[src/rtl/core/ldp_pkg.sv]
// shared types, codes and helpers for the landing descent profile core
package ldp_pkg;

  localparam int FracBits = 16;
  localparam int TimeBits = 48;
  localparam int CfgIdxBits = 3;
  localparam int DivSteps = 64;

  // request codes
  typedef enum logic [1:0] {
    REQ_SYNC     = 2'd0,
    REQ_TAKEOVER = 2'd1,
    REQ_UPDATE   = 2'd2,
    REQ_RSVD     = 2'd3
  } req_e;

  // result status codes
  typedef enum logic [2:0] {
    ST_OK          = 3'd0,
    ST_TIME_BACK   = 3'd1,
    ST_POSE_BAD    = 3'd2,
    ST_INACTIVE    = 3'd3,
    ST_DISARM_FAIL = 3'd4
  } status_e;

  // configuration register indexes
  typedef enum logic [CfgIdxBits-1:0] {
    CFG_DESCENT_RATE   = 3'd0,
    CFG_CUSHION_RATE   = 3'd1,
    CFG_DESCENT_ACCEL  = 3'd2,
    CFG_CUSHION_ACCEL  = 3'd3,
    CFG_LANDING_HEIGHT = 3'd4
  } cfg_e;

  // datapath operations issued by the controller
  typedef enum logic [3:0] {
    OP_NONE     = 4'd0,
    OP_LOAD     = 4'd1,
    OP_SIMPLE   = 4'd2,
    OP_MUL_DR   = 4'd3,
    OP_DIV_T1   = 4'd4,
    OP_MUL_ZDA  = 4'd5,
    OP_DIV_T2   = 4'd6,
    OP_TAKE_FIN = 4'd7,
    OP_MUL_ACC  = 4'd8,
    OP_VEL      = 4'd9,
    OP_MUL_VEL  = 4'd10,
    OP_UPD_FIN  = 4'd11
  } op_e;

  // item classification after the checks
  typedef enum logic [1:0] {
    KIND_SIMPLE = 2'd0,
    KIND_TAKE   = 2'd1,
    KIND_UPD    = 2'd2
  } kind_e;

  typedef struct packed {
    logic [1:0]          req_type;
    logic [TimeBits-1:0] timestamp;
    logic                pose_valid;
    logic signed [31:0]  meas_x;
    logic signed [31:0]  meas_y;
    logic signed [31:0]  meas_z;
    logic                disarm_ack;
  } in_t;

  typedef struct packed {
    logic [2:0]         status;
    logic signed [31:0] target_x;
    logic signed [31:0] target_y;
    logic signed [31:0] target_z;
    logic signed [31:0] target_vz;
    logic signed [31:0] target_az;
    logic               disarm_request;
    logic               landing_done;
  } out_t;

  typedef struct packed {
    op_e op;
  } cmd_t;

  typedef struct packed {
    kind_e kind;
    logic  div_busy;
  } stat_t;

  // saturate to the s32 range
  function automatic logic signed [31:0] sat32(input logic signed [63:0] v);
    logic signed [31:0] r;
    if (v > 64'sh000000007FFFFFFF) r = 32'sh7FFFFFFF;
    else if (v < -64'sh0000000080000000) r = 32'sh80000000;
    else r = v[31:0];
    return r;
  endfunction

  // magnitude of a signed word, 2^31 fits unsigned
  function automatic logic [31:0] abs32(input logic signed [31:0] v);
    logic [31:0] r;
    r = v[31] ? 32'(-v) : 32'(v);
    return r;
  endfunction

endpackage

[src/rtl/core/ldp_ctrl.sv]
// controller: sequences the datapath and owns both handshakes
module ldp_ctrl (
  input  logic           clk_i,
  input  logic           rst_ni,
  input  logic           in_valid_i,
  output logic           in_stall_o,
  output logic           out_valid_o,
  input  logic           out_stall_i,
  input  ldp_pkg::stat_t stat_i,
  output ldp_pkg::cmd_t  cmd_o
);
  import ldp_pkg::*;

  typedef enum logic [13:0] {
    S_IDLE     = 14'b00000000000001,
    S_CHECK    = 14'b00000000000010,
    S_SIMPLE   = 14'b00000000000100,
    S_MUL_DR   = 14'b00000000001000,
    S_DIV_T1   = 14'b00000000010000,
    S_WAIT_T1  = 14'b00000000100000,
    S_MUL_ZDA  = 14'b00000001000000,
    S_DIV_T2   = 14'b00000010000000,
    S_WAIT_T2  = 14'b00000100000000,
    S_TAKE_FIN = 14'b00001000000000,
    S_MUL_ACC  = 14'b00010000000000,
    S_VEL      = 14'b00100000000000,
    S_MUL_VEL  = 14'b01000000000000,
    S_UPD_FIN  = 14'b10000000000000
  } state_e;

  state_e state_q, state_d;
  logic   out_valid_q, out_valid_d;
  logic   out_free, fin;

  assign out_free   = !out_valid_q || !out_stall_i;
  assign in_stall_o = (state_q != S_IDLE);

  // next state and command
  always_comb begin
    state_d = state_q;
    cmd_o.op = OP_NONE;
    unique case (state_q)
      S_IDLE: begin
        if (in_valid_i) begin
          cmd_o.op = OP_LOAD;
          state_d = S_CHECK;
        end
      end
      S_CHECK: begin
        unique case (stat_i.kind)
          KIND_TAKE: state_d = S_MUL_DR;
          KIND_UPD:  state_d = S_MUL_ACC;
          default:   state_d = S_SIMPLE;
        endcase
      end
      S_SIMPLE: begin
        if (out_free) begin
          cmd_o.op = OP_SIMPLE;
          state_d = S_IDLE;
        end
      end
      S_MUL_DR: begin
        cmd_o.op = OP_MUL_DR;
        state_d = S_DIV_T1;
      end
      S_DIV_T1: begin
        cmd_o.op = OP_DIV_T1;
        state_d = S_WAIT_T1;
      end
      S_WAIT_T1: begin
        if (!stat_i.div_busy) state_d = S_MUL_ZDA;
      end
      S_MUL_ZDA: begin
        cmd_o.op = OP_MUL_ZDA;
        state_d = S_DIV_T2;
      end
      S_DIV_T2: begin
        cmd_o.op = OP_DIV_T2;
        state_d = S_WAIT_T2;
      end
      S_WAIT_T2: begin
        if (!stat_i.div_busy) state_d = S_TAKE_FIN;
      end
      S_TAKE_FIN: begin
        if (out_free) begin
          cmd_o.op = OP_TAKE_FIN;
          state_d = S_IDLE;
        end
      end
      S_MUL_ACC: begin
        cmd_o.op = OP_MUL_ACC;
        state_d = S_VEL;
      end
      S_VEL: begin
        cmd_o.op = OP_VEL;
        state_d = S_MUL_VEL;
      end
      S_MUL_VEL: begin
        cmd_o.op = OP_MUL_VEL;
        state_d = S_UPD_FIN;
      end
      S_UPD_FIN: begin
        if (out_free) begin
          cmd_o.op = OP_UPD_FIN;
          state_d = S_IDLE;
        end
      end
      default: state_d = S_IDLE;
    endcase
  end

  assign fin = (cmd_o.op == OP_SIMPLE) || (cmd_o.op == OP_TAKE_FIN) ||
               (cmd_o.op == OP_UPD_FIN);

  // result valid flag
  always_comb begin
    out_valid_d = out_valid_q;
    if (out_valid_q && !out_stall_i) out_valid_d = 1'b0;
    if (fin) out_valid_d = 1'b1;
  end

  always_ff @(posedge clk_i or negedge rst_ni) begin
    if (!rst_ni) begin
      state_q     <= S_IDLE;
      out_valid_q <= 1'b0;
    end else begin
      state_q     <= state_d;
      out_valid_q <= out_valid_d;
    end
  end

  assign out_valid_o = out_valid_q;

  // an accepted transaction always goes to classification
  a_accept_check: assert property (@(posedge clk_i) disable iff (!rst_ni)
    (in_valid_i && !in_stall_o) |=> (state_q == S_CHECK))
    else $error("accepted transaction not followed by check");

  // a result is never written over one that is still waiting
  a_fin_free: assert property (@(posedge clk_i) disable iff (!rst_ni)
    fin |-> out_free)
    else $error("result written while output still stalled");

  // valid only rises after a finishing step
  a_valid_src: assert property (@(posedge clk_i) disable iff (!rst_ni)
    $rose(out_valid_q) |-> $past(fin))
    else $error("result valid without a finishing step");

endmodule

[config.mk]
export PLATFORM = sky130hd
export DESIGN_NAME = ldp_ctrl
export DESIGN_NICKNAME = d
export VERILOG_FILES = /design/src/rtl/core/ldp_pkg.sv /design/src/rtl/core/ldp_ctrl.sv
export SDC_FILE = /design/constraint.sdc
export NUM_CORES = 1
export LEC_CHECK = 0
export BUFFER_PORTS_ARGS = -buffer_cell sky130_fd_sc_hd__buf_4
export CAP_MARGIN = 20
export CORE_ASPECT_RATIO = 0.5
export CORE_MARGIN = 4
export CORE_UTILIZATION = 30
export DETAILED_ROUTE_END_ITERATION = 6
export HOLD_SLACK_MARGIN = 0.06
export PLACE_DENSITY = 0.59
export SYNTH_ARGS = -nofsm -noshare
export SYNTH_HDL_FRONTEND = slang
export SYNTH_SLANG_ARGS = --single-unit
[constraint.sdc]
create_clock -name clk_i -period 4.2 [get_ports clk_i]
set_input_delay 0.84 -clock clk_i [delete_from_list [all_inputs] [get_ports clk_i]]
set_output_delay 0.84 -clock clk_i [all_outputs]
set_load 0.03 [all_outputs]
; ---- Yosys cells after proc, flatten, opt, wreduce, memory -nomap -nowiden
; Cells that the tools add are included.
[word_totals]
reg_bits = 15
input_bits = 7
elab_cells = 48
[classes]
eq_ne = 24
mux = 13
reduce_logical = 9
[ops]
columns = cell, count
row1 = $pmux 14 s12, 1
row2 = $mux 14, 4
row3 = $pmux 4 s11, 1
row4 = $pmux 11 s2, 1
row5 = $eq 14x1->1 const B, 1
row6 = $eq 14x10->1 const B, 1
row7 = $eq 14x11->1 const B, 1
row8 = $eq 14x12->1 const B, 1
row9 = $eq 14x13->1 const B, 1
row10 = $eq 14x14->1 const B, 1
row11 = $eq 14x2->1 const B, 1
row12 = $eq 14x3->1 const B, 1
row13 = $eq 14x4->1 const B, 1
row14 = $eq 14x5->1 const B, 1
row15 = $eq 14x6->1 const B, 1
row16 = $eq 14x7->1 const B, 1
row17 = $eq 14x8->1 const B, 1
row18 = $eq 14x9->1 const B, 1
row19 = $ne 14x1->1 const B, 1
row20 = $ne 2x2->1 const B, 3
row21 = $eq 4x2->1 const B, 1
row22 = $eq 4x3->1 const B, 1
row23 = $eq 4x4->1 const B, 1
row24 = $mux 4, 1
row25 = other kinds (12), 17

; ---- Depth between registers and ports, before layout
; Gate-level depths: netlist (run 1).
[logic_depth]
depth_word = 8
depth_mapped = 7
depth_no_buf = 6

; ---- Least setup slack after synthesis (run 1)
; No wires, ideal clock.
[synth_timing]
path_kind = reg-to-output
start = register state_q[11]
end = output cmd_o[0] in the netlist's numbering
t_arrival_ns = 1.831
required_ns = 3.360
setup_slack_ns = 1.529
stages_incl_launch_ff = 6
cell_sequence = dfrtp_1 -> buf_6 -> nor4_2 -> nand4_1 -> nor2_1 -> a211o_1
[synth_rtl]
columns = item, line
row1 = from (decl), ldp_ctrl.sv:31  ; state_e state_q, state_d;
row2 = from (signal assigned), ldp_ctrl.sv:127  ; state_q <= state_d;
row3 = to (decl), ldp_ctrl.sv:10  ; output ldp_pkg::cmd_t cmd_o

==> results of run 1 <==
==> layout make-up <==
type / count / area (sq um)
multi-input cells: 93 / 673.1
repair buffers: 12 / 90.09
well taps: 51 / 63.81
flip-flops and latches: 15 / 376.6
inverters: 8 / 30.03
fillers: 395 / 2250
clock buffers: 4 / 45.04
==> path summary, 6_finish.rpt <==
| path | to | cells after the start | start | slack [ps] |
|---|---|---|---|---|
| worst max-delay path | cmd_o[3] | 6 | state_q[5] | 970 |
| worst min-delay path | state_q[5] | 1 | rst_ni | 440 |
| worst max register to register | state_q[9] | 6 | state_q[11] | 1950 |
| worst min register to register | state_q[0] | 2 | state_q[0] | 560 |
| max in group asynchronous | state_q[0] | 1 | rst_ni | 3520 |
| min in group clk_i | state_q[0] | 2 | state_q[0] | 560 |
==> stage by stage <==
| step | hold WS, ps | instances | setup WS [ps] | power (mW) | utilization (%) |
|---|---|---|---|---|---|
| 2_1_floorplan | 508.4 | 124 | 1529 | 0.3663 | - |
| 3_3_place_gp | 548.0 | 179 | 1192 | 0.4400 | 34.96 |
| 3_5_place_dp | 550.8 | 179 | 1247 | 0.4364 | 34.96 |
| 4_1_cts | 438.8 | 183 | 971.1 | 0.5580 | 36.24 |
| 5_1_grt | 442.2 | 183 | 822.2 | 0.5958 | 36.24 |
| 6_report | 437.8 | 183 | 969.7 | 0.5535 | 36.24 |
==> report_power, final <==
part / internal (mW) / total [mW] / switching (mW)
registers: 0.163 / 0.193 / 0.0292
clock network: 0.0671 / 0.118 / 0.0506
logic: 0.0959 / 0.243 / 0.147
==> flip-flops by register name, indices dropped and copies added (netlist names) <==
name / cells
state_q: 14
out_valid_o: 1
==> cells in the final DEF, fill, tap and decap left out, types with 3 or more instances in the layout <==
cell | netlist | routed
nor2_1 | 11 | 11
nor3_1 | 7 | 7
dfrtp_1 | 14 | 14
clkbuf_8 | 0 | 3
buf_4 | 0 | 12
nand3_1 | 7 | 7
and2_1 | 4 | 4
xor2_1 | 4 | 4
xnor2_1 | 3 | 3
o21ai_0 | 3 | 3
nand2_1 | 11 | 11
inv_1 | 8 | 8
==> routing by layer <==
layer  vias up  wire (um)  track usage, %
li1        468          -               -
met2        23       1145           19.14
met1       466       1346           17.41
met4         0         25           2.153
met3         2         90           2.601
met5         -          0               0
==> critical path, cell delays in order, from the launching register on <==
cell	delay [ps]
dfrtp_1	470
nor4_4	490
and2_1	250
nand2_1	130
nor3_1	490
a41o_1	160
buf_4	160
==> kinds of logic after synthesis <==
kind of cell,after synthesis,synth area share [%]
XOR/XNOR,7,5.403
flip-flops,15,33.19
AO/OA/AOI/OAI,15,11.02
multiplexers,2,2.205
adder cells (fa/ha/maj),2,2.205
buffers and inverters,16,7.496
AND/OR/NAND/NOR,67,38.48
==> flow_summary.yaml, run 1 <==
clock_network:
  clk_pin_slew_ps: 60
  cts-root-buf: "clkbuf_8"
  hold_buffers: 0
  cts_tree: "built"
  cts_htree_levels: 1
  postCtsResizedCells: 0
  clock_latency_ps: 250
  cts_setup_buffers: 0
  clock-sinks: 15
  clockBufferDepth: 2
  numCtsBuffers: 3
sta:
  finalCriticalPeriod_ps: 3230
  finalMaxSlewViolations: 0
  hold_viol: 0
  final.setup.tns_ps: 0
  setup_viol: 0
  fmax_ghz: 0.3096
  clock_skew_ps: 1.672
  rsz0062_at_grt: "no"
  maxSlewHeadroom_pct: 64.86
  min_period_over_period_pct: 76.91
  tightest_slew_ps: 523.1
synthesis:
  synth_warnings: 0
  yosysTopAreaCellShare_pct: 30.87
  synth.avg_cell_area_sq_um: 9.152
  yosys_most_used_dff: "dfrtp_1"
  synth_cell_types: 46
  synth_top_area_cell: "dfrtp_1"
  syn_inst: 124
  async_flop_share_pct: 100.0
  synthTopCellsByArea: "dfrtp_1 31%, nor4_4 3.7%, nand2_1 3.6%"
  synth_most_common_cell: "dfrtp_1"
  syn_nets: 133
  ys_ff_latch: 15
  synth_area_sq_um: 1135
  synth_edf_count: 0
  synthTopCellsByCount: "14 x dfrtp_1, 11 x nand2_1, 11 x nor2_1, 8 x inv_1"
  seq_area_frac_synth_pct: 33.19
drt:
  drt_iter0_drc: 38
  num_vias: 959
  avgViaCountPerCell: 5.240
  first_pass_iters: 4
  drt_wl_total_um: 2606
  drcViolationCount: 0
  avgRoutedWirePerCell_um: 14.24
  ant_nets: 0
finish:
  layout-area-overhead-vs-synth_pct: 12.68
  drive_above_1_share_pct: 21.21
  num_antenna_cells: 0
  layout.nets: 142
  final_cell_area_sq_um: 1279
place:
  place_congestion: 0.9094
  hpwlAfterDp_um: 2072
  place_area_sq_um: 1234
  port_buffers: 12
worst_setup_path:
  worstSetupPathType: "reg -> out"
  end_kind: "output port"
  arrival_ps: 2390
  startpoint_type: "flop"
  worstPathRequired_ps: 3360
  crit_fanout: 7
grt:
  grt_max_degree: 16
  first_global_vias: 953
  grt_pass1_wl_um: 4623
  antenna_found_initial: 0
  grtUsageTotal_pct: 12.18
  overflow: 0
floorplan:
  die_x_um: 94.98
  start_util_pct: 32.16
  core-area_sq_um: 3528
  rows: 15
  boundaryPins: 13
  die_area_sq_um: 4891
  die_h_um: 51.49
status:
  status: "completed"
pwr:
  power.density_nw_per_um2: 432.8
  leakage_nw: 0.6036
  vdd_ir_drop_max_mv: 0.2735
hold_path:
  hold_path.class: "in -> async"
run:
  drv_cap: 0
Note: power is estimated with default switching activity, not from simulation.
==> run 2: changes to the inputs <==
--- a/config.mk
+++ b/config.mk
@@ -5,6 +5,7 @@
 export SDC_FILE = /design/constraint.sdc
 export NUM_CORES = 1
 export LEC_CHECK = 0
+export ABC_AREA = 1
 export BUFFER_PORTS_ARGS = -buffer_cell sky130_fd_sc_hd__buf_4
 export CAP_MARGIN = 20
 export CORE_ASPECT_RATIO = 0.5
@@ -12,7 +13,7 @@
 export CORE_UTILIZATION = 30
 export DETAILED_ROUTE_END_ITERATION = 6
 export HOLD_SLACK_MARGIN = 0.06
-export PLACE_DENSITY = 0.59
+export PLACE_DENSITY = 0.6
 export SYNTH_ARGS = -nofsm -noshare
 export SYNTH_HDL_FRONTEND = slang
 export SYNTH_SLANG_ARGS = --single-unit
==> constraint.sdc (replaced) <==
create_clock -name clk_i -period 2.9 [get_ports clk_i]
set_input_delay 0.58 -clock clk_i [delete_from_list [all_inputs] [get_ports clk_i]]
set_output_delay 0.58 -clock clk_i [all_outputs]
set_load 0.03 [all_outputs]
==> run 2 against run 1 <==
Against the previous run: sequential cell count unchanged; critical path type unchanged; register-to-register slack worse by 670 ps; largest cell class unchanged; final cell count up 22%; synthesized area down 2.3%; die area down 2.0%; wire length down 11%.
==> flow_summary.yaml, run 2 <==
drt:
  drt_iter0_drc: 42
  avgViaCountPerCell: 4.281
  avgRoutedWirePerCell_um: 10.39
  ant_nets: 0
  drcViolationCount: 0
  num_vias: 959
  first_pass_iters: 4
  drt_wl_total_um: 2328
synthesis:
  async_flop_share_pct: 100.0
  synth_warnings: 0
  yosysTopAreaCellShare_pct: 31.60
  synth_area_sq_um: 1109
  yosys_most_used_dff: "dfrtp_1"
  synth.avg_cell_area_sq_um: 7.061
  synth_edf_count: 0
  ys_ff_latch: 15
  seq_area_frac_synth_pct: 33.97
  synth_top_area_cell: "dfrtp_1"
  syn_nets: 166
  synthTopCellsByCount: "35 x nand2_1, 29 x inv_1, 25 x nor2_1, 14 x dfrtp_1, 11 x nand3_1"
  synthTopCellsByArea: "dfrtp_1 32%, nand2_1 12%, inv_1 9.8%"
  syn_inst: 157
  synth_cell_types: 23
  synth_most_common_cell: "nand2_1"
place:
  place_area_sq_um: 1262
  place_congestion: 0.8556
  hpwlAfterDp_um: 1963
  port_buffers: 12
clock_network:
  hold_buffers: 0
  numCtsBuffers: 3
  clock-sinks: 15
  clk_pin_slew_ps: 60
  clock_latency_ps: 250
  cts_tree: "built"
  postCtsResizedCells: 0
  cts_htree_levels: 1
  clockBufferDepth: 2
  cts_setup_buffers: 0
  cts-root-buf: "clkbuf_8"
worst_setup_path:
  worstSetupPathType: "reg -> out"
  end_kind: "output port"
  worstPathRequired_ps: 2320
  startpoint_type: "flop"
  arrival_ps: 1820
  crit_fanout: 6
pwr:
  power.total_mw: 0.9307
  power.density_nw_per_um2: 711.8
  vdd_ir_drop_max_mv: 0.1712
  leakage_nw: 0.7468
run:
  drv_cap: 0
grt:
  grtUsageTotal_pct: 10.83
  grt_max_degree: 16
  antenna_found_initial: 0
  grt_pass1_wl_um: 3981
  overflow: 0
  first_global_vias: 869
finish:
  drive_above_1_share_pct: 26.59
  num_antenna_cells: 0
  layout.nets: 183
  final_cell_area_sq_um: 1308
  mostFrequentLayoutCells: "35 x nand2_1, 29 x inv_1, 25 x nor2_1, 14 x dfrtp_1, 12 x buf_4"
  layout-area-overhead-vs-synth_pct: 17.95
  regMostFlops: "state_q"
  largest_register_ffs: 14
  final_common_cell: "nand2_1"
sta:
  tightest_slew_ps: 327.0
  setup_viol: 0
  finalMaxSlewViolations: 0
  min_period_over_period_pct: 82.80
  clock_skew_ps: 1.839
  rsz0062_at_grt: "no"
  hold_viol: 0
  final.setup.tns_ps: 0
  maxSlewHeadroom_pct: 78.13
  fmax_ghz: 0.4165
  finalCriticalPeriod_ps: 2401
floorplan:
  start_util_pct: 31.76
  rows: 15
  core-area_sq_um: 3491
  die_h_um: 50.99
  die_area_sq_um: 4791
  die_x_um: 93.97
  boundaryPins: 13
status:
  status: "completed"
hold_path:
  hold_path.class: "in -> async"
run 2: kinds of logic after synthesis:
group | synth area share [%]
buffers and inverters | 10.50
DFF | 33.97
AOI/OAI and AO/OA | 5.982
and+or+nand+nor | 47.29
adders and majority gates | 2.257
run 2: final timing paths:
kind	to	slack (ps)	cells after the start	startpoint
max	cmd_o[1]	500	10	state_q[2]
max reg2reg	state_q[9]	1280	8	state_q[12]
min in group clk_i	state_q[13]	530	2	state_q[13]
min reg2reg	state_q[13]	530	2	state_q[13]
min	state_q[11]	180	1	rst_ni
max in group asynchronous	state_q[0]	2480	1	rst_ni
run 2: power breakdown:
part | total (mW) | internal (mW) | switching, mW
Combinational | 0.494 | 0.168 | 0.326
Sequential | 0.270 | 0.245 | 0.0253
Clock | 0.167 | 0.0972 | 0.0693
run 2: routing by layer:
| metal | global-route usage (%) | up-vias | share of wire [%] |
|---|---|---|---|
| li1 | - | 516 | - |
| met1 | 14.40 | 430 | 51 |
| met2 | 17.63 | 13 | 45 |
| met3 | 3.088 | 0 | 4.4 |
| met4 | 2.158 | 0 | 0 |
| met5 | 0 | - | 0 |
run 2: area by class of cell:
class,count,area (sq um)
fill,378,2183
multi-input combinational,111,615.6
sequential,15,376.6
inverter,31,116.4
timing repair buffer,12,90.09
tap,51,63.81
clock buffer,4,45.04
run 2: through the flow:
stage | setup slack, ps | cells | hold slack (ps) | util (%)
2_1_floorplan | 883.5 | 157 | 284.4 | -
3_3_place_gp | 754.9 | 220 | 447.2 | 36.16
3_5_place_dp | 759.3 | 220 | 449.6 | 36.16
4_1_cts | 501.5 | 224 | 182.3 | 37.46
5_1_grt | 309.6 | 224 | 181.9 | 37.46
6_report | 498.9 | 224 | 180.7 | 37.46
run 2: worst max-delay path, stage by stage (launching register included):
cell	delay, ps
dfrtp_1	430
nor2_2	190
nand2_4	110
nor2_8	150
nand2_2	100
nor2_1	130
inv_1	70
nand2_1	60
nor2_1	50
o211ai_1	90
buf_4	190
